===== config.mk =====
export PLATFORM = sky130hd
export DESIGN_NAME = pcrt_ram
export DESIGN_NICKNAME = d
export VERILOG_FILES = /design/src/sv/pcrt_ram.sv
export SDC_FILE = /design/constraint.sdc
export NUM_CORES = 1
export LEC_CHECK = 0
export BUFFER_PORTS_ARGS = -buffer_cell sky130_fd_sc_hd__clkbuf_2
export CORE_MARGIN = 2
export CORE_UTILIZATION = 55
export CTS_CLUSTER_DIAMETER = 40
export DETAILED_ROUTE_END_ITERATION = 10
export PLACE_DENSITY = 0.81
export SLEW_MARGIN = 40
export SYNTH_ARGS = -nofsm -noshare
export SYNTH_HDL_FRONTEND = slang
export SYNTH_SLANG_ARGS = --single-unit

===== constraint.sdc =====
create_clock -name clk -period 2.34 [get_ports clk]
set_input_delay 0.234 -clock clk [delete_from_list [all_inputs] [get_ports clk]]
set_output_delay 0.234 -clock clk [all_outputs]
set_load 0.05 [all_outputs]

===== src/sv/pcrt_ram.sv =====
// ----------------------------------------------------------------------------
// Pending chunk request table: generic RAM
// One write port and one read port with the read data registered.
// ----------------------------------------------------------------------------
module pcrt_ram #(
    parameter int WIDTH = 8,
    parameter int DEPTH = 16
) (
    input  logic                                  clk,
    input  logic                                  we,
    input  logic [(DEPTH > 1 ? $clog2(DEPTH) : 1)-1:0] waddr,
    input  logic [WIDTH-1:0]                      wdata,
    input  logic [(DEPTH > 1 ? $clog2(DEPTH) : 1)-1:0] raddr,
    output logic [WIDTH-1:0]                      rdata
);

    logic [WIDTH-1:0] mem_reg [DEPTH];

    always_ff @(posedge clk)
    begin
        if (we)
        begin
            mem_reg[waddr] <= wdata;
        end
        rdata <= mem_reg[raddr];
    end

endmodule


After elaboration in Yosys (flattened, before gate mapping):

Memories as Yosys holds them, arrays and structs flattened. A register that Yosys moved wholly into a read port is not among the register bits.
Cells that the tools add are included.

* multiplexer cells: 2

Operators with widths (count)
* 2-to-1 mux 1 bit: 2

* memory bits (writable): 128
* memories kept: 1
* output and inout port bits: 8
* logic and storage cells: 3
* input port bits: 18
* register bits after elaboration: 0

Memories
* mem_reg: depth 16, width 8, rd ports 1, clocked after memory_dff 1, write ports 1, line 17 `logic [WIDTH-1:0] mem_reg [DEPTH];`

Logic depth before layout (Yosys ltp):

* depth after elaboration: 2
* gate-level depth with buffers: 5
* mapped depth without buffers: 3

Least setup slack after synthesis:

No wires, ideal clock.

* path type: input to register
* from: input port waddr[2] in the netlist's numbering
* to: memory mem_reg[0][0], enable pin
* setup slack: 613 ps
* arrival: 1344 ps
* path buffers: 0
* library setup time: 383 ps
* required time: 1957 ps
* stages on the path: 2
* cell sequence: or3b_2 nor3_1

RTL lines
* start, declared: line 11 `input logic [(DEPTH > 1 ? $clog2(DEPTH) : 1)-1:0] waddr,`
* end, declared: line 17

Straight into the memory's write port.

Worst setup path after layout:

* from: register rdata[2], read port of mem_reg
* to: output port rdata[2]

RTL lines
* start, declared: line 14 `output logic [WIDTH-1:0] rdata`

No word-level cell between the ends.

==> impl_results.md <==
- Outcome: complete, no violations
- Buf/Inv on CP: 1
- CP endpoint kind: output port
- Setup violators final: 0
- Clock buffer count from CTS: 17
- Fin Setup TNS: 0 ps
- Hold Path Class: in -> reg
- Arrival @ worst endpoint: 1190 ps
- Slew Limit Fails: 0
- Number of flip-flops in the largest register: 128
- Sequential area share after synthesis: 77.8%
- Final layout net count: 298
- Worst Hold End: mem_reg[2][6]$_DFFE_PP_
- Clk Latency, worst-skew pair: 520 ps
- Pre-Repair DR Iteration Count: 4
- Initial Util: 56.2%
- Worst Clk Skew: 6.76 ps
- CTS tree: built
- Post-synthesis cell count: 229
- Root Buffer: clkbuf_8
- Die Y: 101 um
- Area of the mapped netlist: 5150 um2
- Row cnt: 35
- Wirelength per Cell: 24.7 um
- Fin crit share: 60.8%
- Placed cell area: 5480 um2
- Number of global-route vias before repair: 2,598
- Setup bufs post-CTS: 0
- Leak: 2.09 nW
- Cell area after layout: 6080 um2
- Worst path max stage delay: 380 ps
- Critical path's slowest cell: dfxtp_1
- Die area: 10,100 um2
- Crit Reg-Reg Endpoint: rdata[1]$_DFF_P_
- R2r setup slk: 980 ps
- CP Max Fanout: 1
- Number of port buffers: 25
- GR Util All Layers: 21.8%
- Layout cells sized above 1: 31.7%
- RePlAce Congestion: 0.796
- Achievable clock frequency: 0.703 GHz
- Synthesized flop and latch total: 136
- IO Pins: 26
- Period minus WS final: 1420 ps
- Netlist cell types: 19
- Largest net degree at the start of global routing: 33
- Mean post-synth cell area: 22.5 um2
- Synthesized net count: 247
- Post-DP HPWL: 6.13 mm
- Max Buffers Root-to-Sink: 2
- Clock sink count: 136
- Crit path required time: 2110 ps
- Reg-to-Reg Start: mem_reg[9][1]$_DFFE_PP_
- CP delay by family, top: flip-flops
- Hold WS: 139 ps
- Pre-CTS setup slack: 434 ps
- Core Util, Final: 66.4%
- CP Launch Type: register
- Max_cap viols: 0
- Hold depth: 1
- Hold Buf Count CTS: 0
- HP Start: wdata[6]
- # DRC: 0
- First-pass GRT wire length: 15.3 mm
- Worst path cell trace: clkbuf_2
- Vias/cell: 6.18
- H-tree levels: 4
- Worst VDD drop: 707 uV
- Relative slew slack: 41.5%
- Routed wire length: 9.98 mm
- Worst-path clk slew: 60 ps
- Layout area overhead: 18.1%
- Starting DRT DRC Count: 242
- Slew @ Worst Pin: 874 ps
- Die W: 101 um
- Antenna fix cells: 0
- Total congestion overflow: 0
- Worst reg-to-reg path cell count: 3
- Core ar.: 9150 um2
- Synthesis warning total: 0
- P per Cell Area: 938 nW/um2
- Via Count: 2,497
- RSZ-0062 raised after global routing: no
- Setup CP Type: reg -> out
- PostCTS Resize Cnt: 0
- Initial antenna violation count: 0
- Filler cell count: 550
- PnR worst setup slack: 917 ps
- Post-DRT Antenna Nets: 0
- Final hold vios: 0
==> layout make-up <==
class / instances / area (um2) / area share, %
repair buffers: 42 / 278 / 4.57
flip-flops and latches: 136 / 4000 / 65.9
multi-input cells: 83 / 1060 / 17.4
clock inverters: 14 / 173 / 2.84
clock buffers: 18 / 428 / 7.04
well taps: 111 / 139 / 2.28
==> per-layer routing <==
layer	up-vias	share of wire (%)	GRT usage [%]
met5	-	0	0
met4	0	1.7	9.17
met3	15	7.3	5.69
met2	125	48	32.8
met1	1277	43	31.0
li1	1080	-	-
==> through the flow <==
stage / cells / total power [W]
5_1_grt: 404 / 0.00585
2_1_floorplan: 229 / 0.00298
4_1_cts: 404 / 0.00573
6_report: 404 / 0.00570
3_3_place_gp: 372 / 0.00309
3_5_place_dp: 372 / 0.00309
==> cell families (layout without fill, tap and decap cells) <==
logic type / count (synthesis) / in the layout / share of synthesized area (%)
AOI/OAI and AO/OA: 16 / 16 / 2.33
buffers and inverters: 10 / 74 / 1.68
DFF: 136 / 136 / 77.8
muxes: 32 / 32 / 15.0
and+or+nand+nor: 35 / 35 / 3.18
==> cells in the final DEF, fill, tap and decap left out <==
| cell type | netlist | final |
|---|---|---|
| a22oi_1 | 16 | 16 |
| and2_1 | 1 | 1 |
| and2b_1 | 1 | 1 |
| buf_12 | 0 | 2 |
| buf_4 | 1 | 15 |
| bufinv_16 | 0 | 3 |
| clkbuf_16 | 0 | 16 |
| clkbuf_2 | 0 | 25 |
| clkbuf_8 | 0 | 2 |
| clkinv_2 | 0 | 3 |
| clkinv_4 | 0 | 3 |
| clkinvlp_4 | 0 | 2 |
| dfxtp_1 | 8 | 8 |
| edfxtp_1 | 128 | 128 |
| inv_6 | 0 | 3 |
| mux4_1 | 14 | 14 |
| mux4_2 | 18 | 18 |
| nand2_1 | 9 | 9 |
| nand2b_1 | 2 | 2 |
| nand3_1 | 1 | 1 |
| nand3b_1 | 2 | 2 |
| nor2_1 | 13 | 13 |
| nor2b_1 | 1 | 1 |
| nor3_1 | 4 | 4 |
| or3b_2 | 1 | 1 |
==> power breakdown <==
part | total [W] | switching, W | internal, W
Combinational | 0.000300 | 0.000193 | 0.000107
Sequential | 0.00275 | 0.0000209 | 0.00272
Clock | 0.00265 | 0.000996 | 0.00166
Total | 0.00570 | 0.00121 | 0.00449
==> Yosys cell counts (all sizes together) <==
cell type      number  area, um2
or3b                1       8.76
nor2b               1       6.26
and2                1       6.26
nor2               13       48.8
a22oi              16        120
nand2b              2       12.5
mux4               32        773
buf                 7       56.3
dfxtp               8        160
nand3               1       5.00
edfxtp            128       3840
and2b               1       7.51
clkdlybuf4s25       3       30.0
nand3b              2       15.0
nor3                4       20.0
nand2               9       33.8
==> worst max-delay path by stage <==
stage | depth (start not counted) | startpoint | slack [ps] | to
final | 1 | rdata[2]$_DFF_P_ | 920 | rdata[2]
after global routing | 1 | rdata[2]$_DFF_P_ | 880 | rdata[2]
after CTS | 1 | rdata[2]$_DFF_P_ | 880 | rdata[2]
after detailed placement | 3 | waddr[2] | 430 | mem_reg[2][3]$_DFFE_PP_
after global placement | 3 | waddr[2] | 500 | mem_reg[2][3]$_DFFE_PP_
after floorplan | 2 | waddr[2] | 610 | mem_reg[0][0]$_DFFE_PP_
(Power assumes the default switching activity.)
